===== src/rtl/mmpv_pkg.sv =====
// shared types and constants for the modular matrix power vector block
// no dependencies
package mmpv_pkg;

  localparam int VALUE_W = 31;
  localparam int EXP_W   = 63;
  localparam int INDEX_W = 4;
  localparam int DIM_W   = 5;

  localparam logic [VALUE_W-1:0] RESET_MODULUS = 31'd1000000007;
  localparam logic [DIM_W-1:0]   RESET_DIM     = 5'd5;

  // register indexes on the config port
  localparam logic [7:0] REG_MODULUS = 8'd0;
  localparam logic [7:0] REG_DIM     = 8'd1;

  // item kinds
  localparam logic [1:0] ACT_MATRIX = 2'd0;
  localparam logic [1:0] ACT_VECTOR = 2'd1;
  localparam logic [1:0] ACT_RUN    = 2'd2;

  // multiplier a-operand source
  localparam logic [1:0] ASEL_BASE  = 2'd0;
  localparam logic [1:0] ASEL_POWER = 2'd1;
  localparam logic [1:0] ASEL_VEC   = 2'd2;

  typedef struct packed {
    logic               ld_base;
    logic               ld_vec;
    logic               p_init;
    logic               p_init_one;
    logic               p_copy;
    logic               q_we;
    logic               mul_start;
    logic               acc_clear;
    logic [1:0]         a_sel;
    logic               b_row;
    logic               out_load;
    logic               out_last;
    logic [INDEX_W-1:0] out_index;
  } cmd_t;

  typedef struct packed {
    logic mul_done;
    logic out_busy;
  } status_t;

endpackage


===== src/rtl/mmpv_ctrl.sv =====
// sequencer for loads, identity fill, square-and-multiply and vector product
// depends on mmpv_pkg
module mmpv_ctrl #(
  parameter int MAX_DIM = 8,
  parameter int IDX_W   = (MAX_DIM > 1) ? $clog2(MAX_DIM) : 1,
  parameter int ADDR_W  = (MAX_DIM > 1) ? $clog2(MAX_DIM * MAX_DIM) : 1
) (
  input  logic                        clk,
  input  logic                        rst,
  input  logic                        in_valid,
  output logic                        in_ready,
  input  logic [1:0]                  action,
  input  logic [mmpv_pkg::INDEX_W-1:0] row,
  input  logic [mmpv_pkg::INDEX_W-1:0] col,
  input  logic [mmpv_pkg::EXP_W-1:0]  exponent,
  input  logic [IDX_W-1:0]            n_last,
  input  logic                        m_one,
  input  mmpv_pkg::status_t           status,
  output mmpv_pkg::cmd_t              cmd,
  output logic [ADDR_W-1:0]           addr_ij,
  output logic [ADDR_W-1:0]           addr_ik,
  output logic [ADDR_W-1:0]           addr_kj,
  output logic [IDX_W-1:0]            vec_k
);
  import mmpv_pkg::*;

  localparam logic [3:0] S_IDLE  = 4'd0;
  localparam logic [3:0] S_INIT  = 4'd1;
  localparam logic [3:0] S_BIT   = 4'd2;
  localparam logic [3:0] S_MRD   = 4'd3;
  localparam logic [3:0] S_MGO   = 4'd4;
  localparam logic [3:0] S_MWAIT = 4'd5;
  localparam logic [3:0] S_MWR   = 4'd6;
  localparam logic [3:0] S_CRD   = 4'd7;
  localparam logic [3:0] S_CWR   = 4'd8;
  localparam logic [3:0] S_ORD   = 4'd9;
  localparam logic [3:0] S_OGO   = 4'd10;
  localparam logic [3:0] S_OWAIT = 4'd11;
  localparam logic [3:0] S_OEMIT = 4'd12;

  localparam logic OP_BASE   = 1'b0;
  localparam logic OP_SQUARE = 1'b1;

  localparam int BIT_W = $clog2(EXP_W);

  logic [3:0]       state;
  logic [IDX_W-1:0] i, j, k;
  logic [EXP_W-1:0] exp_reg;
  logic [BIT_W-1:0] bitn;
  logic             started, op, in_fire, row_ok, col_ok, ij_end;

  function automatic logic [ADDR_W-1:0] flat(input logic [IDX_W-1:0] r,
                                             input logic [IDX_W-1:0] c);
    flat = ADDR_W'(ADDR_W'(r) * ADDR_W'(MAX_DIM) + ADDR_W'(c));
  endfunction

  assign in_ready = (state == S_IDLE);
  assign in_fire  = in_valid & in_ready;
  assign row_ok   = ({1'b0, row} < (INDEX_W + 1)'(MAX_DIM));
  assign col_ok   = ({1'b0, col} < (INDEX_W + 1)'(MAX_DIM));
  assign ij_end   = (i == n_last) && (j == n_last);

  always_comb begin
    addr_ik = flat(i, k);
    addr_kj = flat(k, j);
    if (state == S_IDLE) begin
      addr_ij = flat(row[IDX_W-1:0], col[IDX_W-1:0]);
      vec_k   = row[IDX_W-1:0];
    end else begin
      addr_ij = flat(i, j);
      vec_k   = k;
    end
  end

  always_comb begin
    logic out_phase;
    out_phase          = (state == S_ORD) || (state == S_OGO) || (state == S_OWAIT);
    cmd.ld_base        = in_fire && (action == ACT_MATRIX) && row_ok && col_ok;
    cmd.ld_vec         = in_fire && (action == ACT_VECTOR) && row_ok;
    cmd.p_init         = (state == S_INIT);
    cmd.p_init_one     = (i == j) && !m_one;
    cmd.p_copy         = (state == S_CWR);
    cmd.q_we           = (state == S_MWR);
    cmd.mul_start      = (state == S_MGO) || (state == S_OGO);
    cmd.out_load       = (state == S_OEMIT) && !status.out_busy;
    cmd.acc_clear      = (state == S_BIT) || (state == S_MWR) || (state == S_CWR) ||
                         cmd.out_load;
    cmd.a_sel          = out_phase ? ASEL_VEC : ((op == OP_SQUARE) ? ASEL_POWER : ASEL_BASE);
    cmd.b_row          = out_phase;
    cmd.out_last       = (i == n_last);
    cmd.out_index      = INDEX_W'(i);
  end

  always_ff @(posedge clk) begin
    if (rst) begin
      state   <= S_IDLE;
      i       <= '0;
      j       <= '0;
      k       <= '0;
      bitn    <= '0;
      started <= 1'b0;
      op      <= OP_BASE;
    end else begin
      unique case (state)
        S_IDLE: begin
          if (in_fire && (action == ACT_RUN)) begin
            exp_reg <= exponent;
            i       <= '0;
            j       <= '0;
            k       <= '0;
            state   <= S_INIT;
          end
        end
        S_INIT: begin
          if (j == n_last) begin
            j <= '0;
            if (i == n_last) begin
              i       <= '0;
              bitn    <= BIT_W'(EXP_W - 1);
              started <= 1'b0;
              state   <= S_BIT;
            end else begin
              i <= i + 1'b1;
            end
          end else begin
            j <= j + 1'b1;
          end
        end
        S_BIT: begin
          if (started) begin
            op    <= OP_SQUARE;
            state <= S_MRD;
          end else if (exp_reg[bitn]) begin
            op    <= OP_BASE;
            state <= S_MRD;
          end else if (bitn == '0) begin
            state <= S_ORD;
          end else begin
            bitn <= bitn - 1'b1;
          end
        end
        S_MRD:   state <= S_MGO;
        S_MGO:   state <= S_MWAIT;
        S_MWAIT: begin
          if (status.mul_done) begin
            if (k == n_last) begin
              k     <= '0;
              state <= S_MWR;
            end else begin
              k     <= k + 1'b1;
              state <= S_MRD;
            end
          end
        end
        S_MWR: begin
          if (ij_end) begin
            i     <= '0;
            j     <= '0;
            state <= S_CRD;
          end else begin
            state <= S_MRD;
            if (j == n_last) begin
              j <= '0;
              i <= i + 1'b1;
            end else begin
              j <= j + 1'b1;
            end
          end
        end
        S_CRD: state <= S_CWR;
        S_CWR: begin
          if (ij_end) begin
            i <= '0;
            j <= '0;
            if ((op == OP_SQUARE) && exp_reg[bitn]) begin
              op    <= OP_BASE;
              state <= S_MRD;
            end else begin
              if (op == OP_BASE) begin
                started <= 1'b1;
              end
              if (bitn == '0) begin
                state <= S_ORD;
              end else begin
                bitn  <= bitn - 1'b1;
                state <= S_BIT;
              end
            end
          end else begin
            state <= S_CRD;
            if (j == n_last) begin
              j <= '0;
              i <= i + 1'b1;
            end else begin
              j <= j + 1'b1;
            end
          end
        end
        S_ORD:   state <= S_OGO;
        S_OGO:   state <= S_OWAIT;
        S_OWAIT: begin
          if (status.mul_done) begin
            if (k == n_last) begin
              k     <= '0;
              state <= S_OEMIT;
            end else begin
              k     <= k + 1'b1;
              state <= S_ORD;
            end
          end
        end
        S_OEMIT: begin
          if (!status.out_busy) begin
            if (i == n_last) begin
              i     <= '0;
              state <= S_IDLE;
            end else begin
              i     <= i + 1'b1;
              state <= S_ORD;
            end
          end
        end
        default: state <= S_IDLE;
      endcase
    end
  end

  assert property (@(posedge clk) disable iff (rst)
                   (in_fire && (action == ACT_RUN)) |=> (state == S_INIT))
    else $error("run transfer did not start the identity fill");
  assert property (@(posedge clk) disable iff (rst)
                   cmd.mul_start |=> !cmd.mul_start)
    else $error("back to back multiplier starts");

endmodule


===== config.mk =====
export PLATFORM = sky130hd
export DESIGN_NAME = mmpv_ctrl
export DESIGN_NICKNAME = d
export VERILOG_FILES = /design/src/rtl/mmpv_pkg.sv /design/src/rtl/mmpv_ctrl.sv
export SDC_FILE = /design/constraint.sdc
export NUM_CORES = 1
export LEC_CHECK = 0
export BUFFER_PORTS_ARGS = -buffer_cell sky130_fd_sc_hd__buf_4
export CAP_MARGIN = 0
export CORE_ASPECT_RATIO = 0.75
export CORE_UTILIZATION = 53
export DETAILED_ROUTE_END_ITERATION = 10
export PLACE_DENSITY = 0.86
export SYNTH_ARGS = -nofsm -noshare
export SYNTH_HDL_FRONTEND = slang
export SYNTH_SLANG_ARGS = --single-unit
export TNS_END_PERCENT = 100

===== constraint.sdc =====
create_clock -name clk -period 8.4 [get_ports clk]
set_clock_uncertainty 0.1 [all_clocks]
set_input_delay 1.68 -clock clk [delete_from_list [all_inputs] [get_ports clk]]
set_output_delay 1.68 -clock clk [all_outputs]
set_load 0.01 [all_outputs]

==> flow_results.xml, run 1 <==
<?xml version="1.0" encoding="UTF-8"?>
<metrics>
  <group name="outcome">
    <metric name="run_status" unit="">complete, no violations</metric>
  </group>
  <group name="drt">
    <metric name="post-route-drc-count" unit="">0</metric>
    <metric name="drt-initial-drc-count" unit="">280</metric>
    <metric name="avgViaCountPerCell" unit="">5.89</metric>
    <metric name="drt-wirelength-per-cell" unit="um">17.2</metric>
    <metric name="drt_pass1_iterations" unit="">5</metric>
    <metric name="route.final.wire_length" unit="um">10500</metric>
    <metric name="dr_total_vias" unit="">3602</metric>
    <metric name="route.antenna.remaining_nets" unit="">0</metric>
  </group>
  <group name="sta">
    <metric name="setup_viol" unit="">0</metric>
    <metric name="worst_pin_slew" unit="ns">0.846</metric>
    <metric name="relSlewSlack" unit="%">43.2</metric>
    <metric name="finalCriticalPeriod" unit="ns">4.31</metric>
    <metric name="hold_violation_total_from_the_final_report" unit="">0</metric>
    <metric name="unrepaired_setup_endpoints_after_global_routing" unit="">no</metric>
    <metric name="clock.fmax" unit="MHz">232</metric>
    <metric name="slew_viol_final" unit="">0</metric>
    <metric name="timing.final.crit_share" unit="%">51.3</metric>
    <metric name="setup_tns" unit="ns">0</metric>
  </group>
  <group name="finish">
    <metric name="utilization" unit="%">69.0</metric>
    <metric name="nNetsFinal" unit="">588</metric>
    <metric name="largest_register_ff_count" unit="">63</metric>
    <metric name="final_area" unit="sq mm">0.00549</metric>
    <metric name="filler_cells_inserted" unit="">587</metric>
    <metric name="insertedDiodeCount" unit="">0</metric>
    <metric name="synthToLayoutAreaGrowth" unit="%">25.1</metric>
    <metric name="layout-drive-gt1-share" unit="%">31.2</metric>
  </group>
  <group name="synthesis">
    <metric name="synth_edf_count" unit="">63</metric>
    <metric name="synth-seq-cells" unit="">84</metric>
    <metric name="seq_area_frac_synth" unit="%">52.7</metric>
    <metric name="most_used_standard_cell_by_instance_count_after_synthesis" unit="">sky130_fd_sc_hd__edfxtp_1</metric>
    <metric name="synth.largest_area_cell" unit="">sky130_fd_sc_hd__edfxtp_1</metric>
    <metric name="syn-cell-area" unit="sq mm">0.00439</metric>
    <metric name="ys.warnings.count" unit="">0</metric>
    <metric name="ys_async_sr_fraction" unit="%">0</metric>
    <metric name="synth_top_area_share" unit="%">43.1</metric>
    <metric name="synthTopCellsByCount" unit="">sky130_fd_sc_hd__edfxtp_1, sky130_fd_sc_hd__nand2_1, sky130_fd_sc_hd__nor2_1</metric>
    <metric name="mapped_cells" unit="">393</metric>
    <metric name="synthesis.area_per_instance" unit="sq um">11.2</metric>
    <metric name="synthesis.nets" unit="">479</metric>
    <metric name="ys_types" unit="">66</metric>
    <metric name="post_synth_main_area_contributors" unit="">sky130_fd_sc_hd__edfxtp_1, sky130_fd_sc_hd__dfxtp_1, sky130_fd_sc_hd__mux2i_1</metric>
    <metric name="postSynth.topFlopCell" unit="">sky130_fd_sc_hd__edfxtp_1</metric>
  </group>
  <group name="setup_path">
    <metric name="crit_path_start_kind" unit="">register</metric>
    <metric name="crit_path_start" unit="">state[0]</metric>
    <metric name="arrival" unit="ns">2.53</metric>
    <metric name="reg2reg_from" unit="">bitn[0]</metric>
    <metric name="timing.critical_path.cells" unit="">clkinv_1 -&gt; and4_1 -&gt; or4_1 -&gt; buf_4</metric>
    <metric name="path_class" unit="">register to output port</metric>
    <metric name="setup.worst_path.end_class" unit="">output port</metric>
    <metric name="crit_path_top_delay_cell" unit="">sky130_fd_sc_hd__dfxtp_1</metric>
    <metric name="critical_path_required" unit="ns">6.62</metric>
    <metric name="critical_path_peak_fanout" unit="">15</metric>
    <metric name="cpPeakStageDelay" unit="ns">0.67</metric>
  </group>
  <group name="clocking">
    <metric name="cts-buffers-inserted" unit="">9</metric>
    <metric name="clock_sink_count" unit="">84</metric>
    <metric name="cts_resized" unit="">0</metric>
    <metric name="post_cts_setup_buffers" unit="">0</metric>
    <metric name="hold_buffers" unit="">0</metric>
    <metric name="cts_buffer_depth" unit="">2</metric>
    <metric name="cts_tree" unit="">yes</metric>
    <metric name="h-tree-depth" unit="">3</metric>
    <metric name="clk-insertion-delay-late" unit="ns">0.37</metric>
    <metric name="cts.reportedPaths.clkPinSlew" unit="ns">0.09</metric>
    <metric name="cts_root_buf" unit="">sky130_fd_sc_hd__clkbuf_8</metric>
  </group>
  <group name="floorplanning">
    <metric name="floorplan.io_pins" unit="">121</metric>
    <metric name="fp.dieW" unit="um">107</metric>
    <metric name="fp-row-count" unit="">28</metric>
    <metric name="die-area" unit="sq mm">0.00865</metric>
    <metric name="effective_utilization_at_floorplan" unit="%">55.2</metric>
    <metric name="core_area" unit="sq mm">0.00795</metric>
    <metric name="die_h" unit="um">80.8</metric>
  </group>
  <group name="global_routing">
    <metric name="number_of_global_route_vias_before_repair" unit="">3297</metric>
    <metric name="grt_start_max_net_pins" unit="">64</metric>
    <metric name="overflow" unit="">0</metric>
    <metric name="antenna_found_initial" unit="">0</metric>
    <metric name="first_pass_grt_wire_length" unit="um">16400</metric>
    <metric name="grt_use_total" unit="%">25.4</metric>
  </group>
  <group name="pwr">
    <metric name="vdd.ir_drop.worst" unit="mV">0.133</metric>
    <metric name="power-per-cell-area" unit="mW/mm^2">199</metric>
    <metric name="total_leakage_power" unit="nW">2.12</metric>
    <metric name="fin_total_pwr" unit="mW">1.09</metric>
  </group>
  <group name="min_path">
    <metric name="timing.hold.worst.class" unit="">register to register</metric>
    <metric name="worstHoldStart" unit="">started</metric>
  </group>
  <group name="place">
    <metric name="weighted_congestion_at_the_end_of_routability_driven_global_placement" unit="">0.944</metric>
    <metric name="buffer_ports.inserted" unit="">119</metric>
    <metric name="post-dp-hpwl" unit="um">7740</metric>
    <metric name="placement.cell_area" unit="sq mm">0.00527</metric>
  </group>
  <group name="run">
    <metric name="max_cap_viol_count" unit="">0</metric>
  </group>
</metrics>
## cell usage in the layout, fill, tap and decap left out, types with 3 or more instances in the layout
cell type / instances
sky130_fd_sc_hd__a2bb2oi_1: 3
sky130_fd_sc_hd__clkbuf_8: 9
sky130_fd_sc_hd__o22ai_1: 3
sky130_fd_sc_hd__nor3_1: 9
sky130_fd_sc_hd__ha_1: 4
sky130_fd_sc_hd__xor2_1: 4
sky130_fd_sc_hd__mux4_2: 3
sky130_fd_sc_hd__or2_2: 3
sky130_fd_sc_hd__a22oi_1: 11
sky130_fd_sc_hd__edfxtp_1: 63
sky130_fd_sc_hd__inv_6: 3
sky130_fd_sc_hd__mux2i_1: 23
sky130_fd_sc_hd__nand2_1: 45
sky130_fd_sc_hd__and3_1: 4
sky130_fd_sc_hd__a21o_2: 3
sky130_fd_sc_hd__and2_1: 4
sky130_fd_sc_hd__nand2b_1: 5
sky130_fd_sc_hd__dfxtp_1: 21
sky130_fd_sc_hd__nor2_1: 30
sky130_fd_sc_hd__a21boi_0: 3
sky130_fd_sc_hd__xnor2_1: 10
sky130_fd_sc_hd__nand3_1: 15
sky130_fd_sc_hd__inv_1: 14
sky130_fd_sc_hd__nor2b_1: 4
sky130_fd_sc_hd__a31oi_1: 11
sky130_fd_sc_hd__nand3b_1: 5
sky130_fd_sc_hd__o211ai_1: 3
sky130_fd_sc_hd__buf_4: 121
sky130_fd_sc_hd__o31ai_1: 4
sky130_fd_sc_hd__a21oi_1: 8
sky130_fd_sc_hd__o21ai_0: 14
## report_power, final
part / switching, mW / internal, mW
Clock: 0.164 / 0.145
Sequential: 0.0306 / 0.467
Combinational: 0.161 / 0.126
Total: 0.355 / 0.739
## worst max-delay path: cells and delay by family (launching register included)
kind,cells,cell delay [ns]
buf+inv,2,0.61
flops,1,0.67
simple gates,2,0.87
## stage by stage
stage,worst slack [ns],hold WS [ns],cells
after floorplan,1.56,0.367,393
after CTS,4.14,0.416,612
after global placement,4.18,0.401,596
final,4.09,0.417,612
after detailed placement,4.14,0.404,596
after global routing,4.02,0.444,612
## worst paths after layout
check | endpoint | slack [ns] | cells past startpoint
worst max-delay path | cmd[9] | 4.09 | 4
worst min-delay path | op | 0.42 | 2
worst max register to register | bitn[0] | 5.46 | 8
worst min register to register | op | 0.42 | 2
## cells by family after synthesis
kind of cell / synth area share [%]
other: 0.0854
adders and majority gates: 1.14
buffers and inverters: 5.02
xor gates and xnor gates: 2.79
DFF: 52.7
muxes: 8.58
AOI/OAI and AO/OA: 14.7
and+or+nand+nor: 15.0
## layer usage
| metal | track usage (%) | vias to the layer above | part of all wire, % |
|---|---|---|---|
| met1 | 35.1 | 1725 | 44 |
| met2 | 38.3 | 172 | 46 |
| met5 | 0 | - | 0 |
| met4 | 9.04 | 0 | 1.6 |
| met3 | 7.46 | 20 | 8.1 |
| li1 | - | 1685 | - |
## final cells by class
cell class	instances	area, sq um	area share, %
Timing Repair Buffer	121	908	16.5
Clock buffer	9	124	2.26
Clock inverter	7	92.6	1.69
Inverter	16	60.1	1.09
Multi-Input combinational cell	270	1860	33.9
Tap cell	105	131	2.39
Sequential cell	84	2310	42.1
No activity file was read; power rests on OpenSTA's default activity.
==> run 2, diff against run 1 <==
Settings changed: CORE_UTILIZATION 53 to 48, PLACE_DENSITY 0.86 to 0.82.
Clock period 8.4 ns to 3.7 ns, I/O delays scaled along.
==> run 2 against run 1 <==
  * Setup slack lost 3.6 ns
  * Flip-flop and latch count did not move
  * Via count up 0.50%
  * Count of clock-buffer cells in the layout increased by 1
  * Register-to-register slack got worse by 4.7 ns
  * Worst hold slack better by 0.0094 ns
  * Critical path depth grew 2
  * Global-route usage shrank 2.1 points
  * Sequential share of layout area down 0.70 points
  * Largest power group unchanged
  * Highest routed layer unchanged
==> flow_results.xml, run 2 (same netlist as run 1, synthesis figures left out) <==
<?xml version="1.0" encoding="UTF-8"?>
<metrics>
  <group name="setup_path">
    <metric name="critPathTopFamily" unit="">simple AND/OR/NAND/NOR gates</metric>
    <metric name="cpPeakStageDelay" unit="ns">0.46</metric>
    <metric name="crit_path_start_kind" unit="">register</metric>
    <metric name="path_class" unit="">register to output port</metric>
    <metric name="arrival" unit="ns">2.33</metric>
    <metric name="critical_path_required" unit="ns">2.86</metric>
    <metric name="critical_path_peak_fanout" unit="">15</metric>
    <metric name="setup.worst_path.end_class" unit="">output port</metric>
    <metric name="timing.critical_path.cells" unit="">nor2_1 -&gt; nand2_1 -&gt; clkinv_1 -&gt; nand3_1 -&gt; nor3_1 -&gt; buf_4</metric>
    <metric name="timing.critical_path.buf_inv" unit="">2</metric>
    <metric name="crit_path_top_delay_cell" unit="">sky130_fd_sc_hd__dfxtp_1</metric>
  </group>
  <group name="sta">
    <metric name="relSlewSlack" unit="%">47.3</metric>
    <metric name="unrepaired_setup_endpoints_after_global_routing" unit="">no</metric>
    <metric name="worst_pin_slew" unit="ns">0.791</metric>
    <metric name="timing.final.crit_share" unit="%">85.6</metric>
    <metric name="setup_viol" unit="">0</metric>
    <metric name="clock.fmax" unit="MHz">316</metric>
    <metric name="finalCriticalPeriod" unit="ns">3.17</metric>
    <metric name="worst_setup_slack_after_layout" unit="ns">0.531</metric>
    <metric name="hold_violation_total_from_the_final_report" unit="">0</metric>
    <metric name="setup_tns" unit="ns">0</metric>
    <metric name="slew_viol_final" unit="">0</metric>
  </group>
  <group name="floorplanning">
    <metric name="fp.dieW" unit="um">112</metric>
    <metric name="core_area" unit="sq mm">0.00867</metric>
    <metric name="die_h" unit="um">84.8</metric>
    <metric name="fp-row-count" unit="">29</metric>
    <metric name="die-area" unit="sq mm">0.00953</metric>
    <metric name="effective_utilization_at_floorplan" unit="%">50.6</metric>
    <metric name="floorplan.io_pins" unit="">121</metric>
  </group>
  <group name="place">
    <metric name="post-dp-hpwl" unit="um">8080</metric>
    <metric name="detailedPlace.worstSlack" unit="ns">0.778</metric>
    <metric name="weighted_congestion_at_the_end_of_routability_driven_global_placement" unit="">0.967</metric>
    <metric name="buffer_ports.inserted" unit="">119</metric>
  </group>
  <group name="clocking">
    <metric name="clk-insertion-delay-late" unit="ns">0.34</metric>
    <metric name="hold_buffers" unit="">0</metric>
    <metric name="cts_resized" unit="">0</metric>
    <metric name="clock_sink_count" unit="">84</metric>
    <metric name="cts.reportedPaths.clkPinSlew" unit="ns">0.06</metric>
    <metric name="cts_root_buf" unit="">sky130_fd_sc_hd__clkbuf_16</metric>
    <metric name="cts_buffer_depth" unit="">2</metric>
    <metric name="h-tree-depth" unit="">3</metric>
    <metric name="cts-buffers-inserted" unit="">9</metric>
    <metric name="post_cts_setup_buffers" unit="">0</metric>
    <metric name="cts_tree" unit="">yes</metric>
  </group>
  <group name="global_routing">
    <metric name="grt_start_max_net_pins" unit="">64</metric>
    <metric name="antenna_found_initial" unit="">0</metric>
    <metric name="overflow" unit="">0</metric>
    <metric name="number_of_global_route_vias_before_repair" unit="">3461</metric>
    <metric name="grt_use_total" unit="%">23.2</metric>
    <metric name="first_pass_grt_wire_length" unit="um">17000</metric>
  </group>
  <group name="pwr">
    <metric name="power.share.combinational" unit="%">25.2</metric>
    <metric name="seqPwrFrac" unit="%">43.1</metric>
    <metric name="power_frac_clock" unit="%">31.7</metric>
    <metric name="vdd.ir_drop.worst" unit="mV">0.332</metric>
    <metric name="power-per-cell-area" unit="mW/mm^2">470</metric>
    <metric name="fin_total_pwr" unit="mW">2.63</metric>
    <metric name="power_switching" unit="uW">810</metric>
    <metric name="power.share.switching" unit="%">30.8</metric>
    <metric name="total_leakage_power" unit="nW">2.15</metric>
    <metric name="p_int" unit="mW">1.82</metric>
  </group>
  <group name="drt">
    <metric name="drt-initial-drc-count" unit="">269</metric>
    <metric name="avgViaCountPerCell" unit="">5.86</metric>
    <metric name="route.final.wire_length" unit="um">10800</metric>
    <metric name="drt-wirelength-per-cell" unit="um">17.4</metric>
    <metric name="route.antenna.remaining_nets" unit="">0</metric>
    <metric name="drt_pass1_iterations" unit="">5</metric>
    <metric name="post-route-drc-count" unit="">0</metric>
    <metric name="dr_total_vias" unit="">3620</metric>
  </group>
  <group name="finish">
    <metric name="synthToLayoutAreaGrowth" unit="%">27.3</metric>
    <metric name="multi_input_comb_area" unit="sq mm">0.00187</metric>
    <metric name="area.sequential" unit="sq mm">0.00231</metric>
    <metric name="layout-drive-gt1-share" unit="%">31.6</metric>
    <metric name="layout_commonest_cell" unit="">sky130_fd_sc_hd__buf_4</metric>
    <metric name="filler_cells_inserted" unit="">671</metric>
    <metric name="layout.cells.most_common_list" unit="">sky130_fd_sc_hd__buf_4, sky130_fd_sc_hd__edfxtp_1, sky130_fd_sc_hd__nand2_1, sky130_fd_sc_hd__nor2_1, sky130_fd_sc_hd__mux2i_1</metric>
    <metric name="nNetsFinal" unit="">591</metric>
    <metric name="insertedDiodeCount" unit="">0</metric>
    <metric name="largest_register_ff_count" unit="">63</metric>
    <metric name="utilization" unit="%">64.4</metric>
  </group>
  <group name="run">
    <metric name="max_cap_viol_count" unit="">0</metric>
  </group>
  <group name="outcome">
    <metric name="run_status" unit="">complete, no violations</metric>
  </group>
  <group name="min_path">
    <metric name="timing.hold.worst.class" unit="">register to register</metric>
  </group>
</metrics>
[run 2: changes by cell type in the layout (fill, tap and decap cells not counted), sizes merged]
cell      before  now
clkinvlp       0    4
bufinv         1    0
clkinv         4    2
buf          121  124
clkbuf         9   10
inv           18   16
[run 2: path summary, 6_finish.rpt]
path	start	end	slack, ns	depth (start not counted)
worst min register to register	started	op	0.43	2
worst max-delay path	state[0]	cmd[16]	0.53	6
worst max register to register	bitn[0]	state[3]	0.79	8
worst min-delay path	started	op	0.43	2
[run 2: power groups by stage]
| stage | registers, mW | clock network [mW] | logic [mW] |
|---|---|---|---|
| after floorplan | 1.12 | 0 | 0.396 |
| after global placement | 1.15 | 0 | 0.631 |
| after detailed placement | 1.15 | 0 | 0.649 |
| after CTS | 1.13 | 0.843 | 0.652 |
| after global routing | 1.14 | 0.881 | 0.715 |
| final | 1.13 | 0.833 | 0.661 |
[run 2: final cells by class]
type / instances / share of cell area [%]
clock buffer: 10 / 4.10
clock inverter: 6 / 0.896
inverter: 16 / 1.08
multi-input combinational: 270 / 33.4
sequential: 84 / 41.4
tap: 108 / 2.42
timing repair buffer: 124 / 16.7
[run 2: per-layer routing]
| layer | GRT usage (%) | share of wire (%) | vias to the layer above |
|---|---|---|---|
| met4 | 6.06 | 1.6 | 0 |
| met5 | 0 | 0 | - |
| li1 | - | - | 1689 |
| met3 | 7.14 | 9.5 | 30 |
| met2 | 36.5 | 47 | 196 |
| met1 | 31.6 | 42 | 1705 |
[run 2: worst register-to-register path, cell delays in order, from the launching register on]
cell and delay [ns]:
sky130_fd_sc_hd__dfxtp_2 0.65, sky130_fd_sc_hd__buf_4 0.34, sky130_fd_sc_hd__mux2i_1 0.12, sky130_fd_sc_hd__a22oi_1 0.22
sky130_fd_sc_hd__a211oi_1 0.14, sky130_fd_sc_hd__o41ai_4 0.45, sky130_fd_sc_hd__and2_0 0.38, sky130_fd_sc_hd__a31oi_1 0.13
sky130_fd_sc_hd__a211o_1 0.27
[run 2: per-stage QoR]
step	cell area [sq um]	cells	hold WS (ns)
floorplan	4400	393	0.367
detailed placement	5310	602	0.415
CTS	5590	618	0.424
global route	5590	618	0.449
global placement	5310	602	0.413
finish	5590	618	0.427
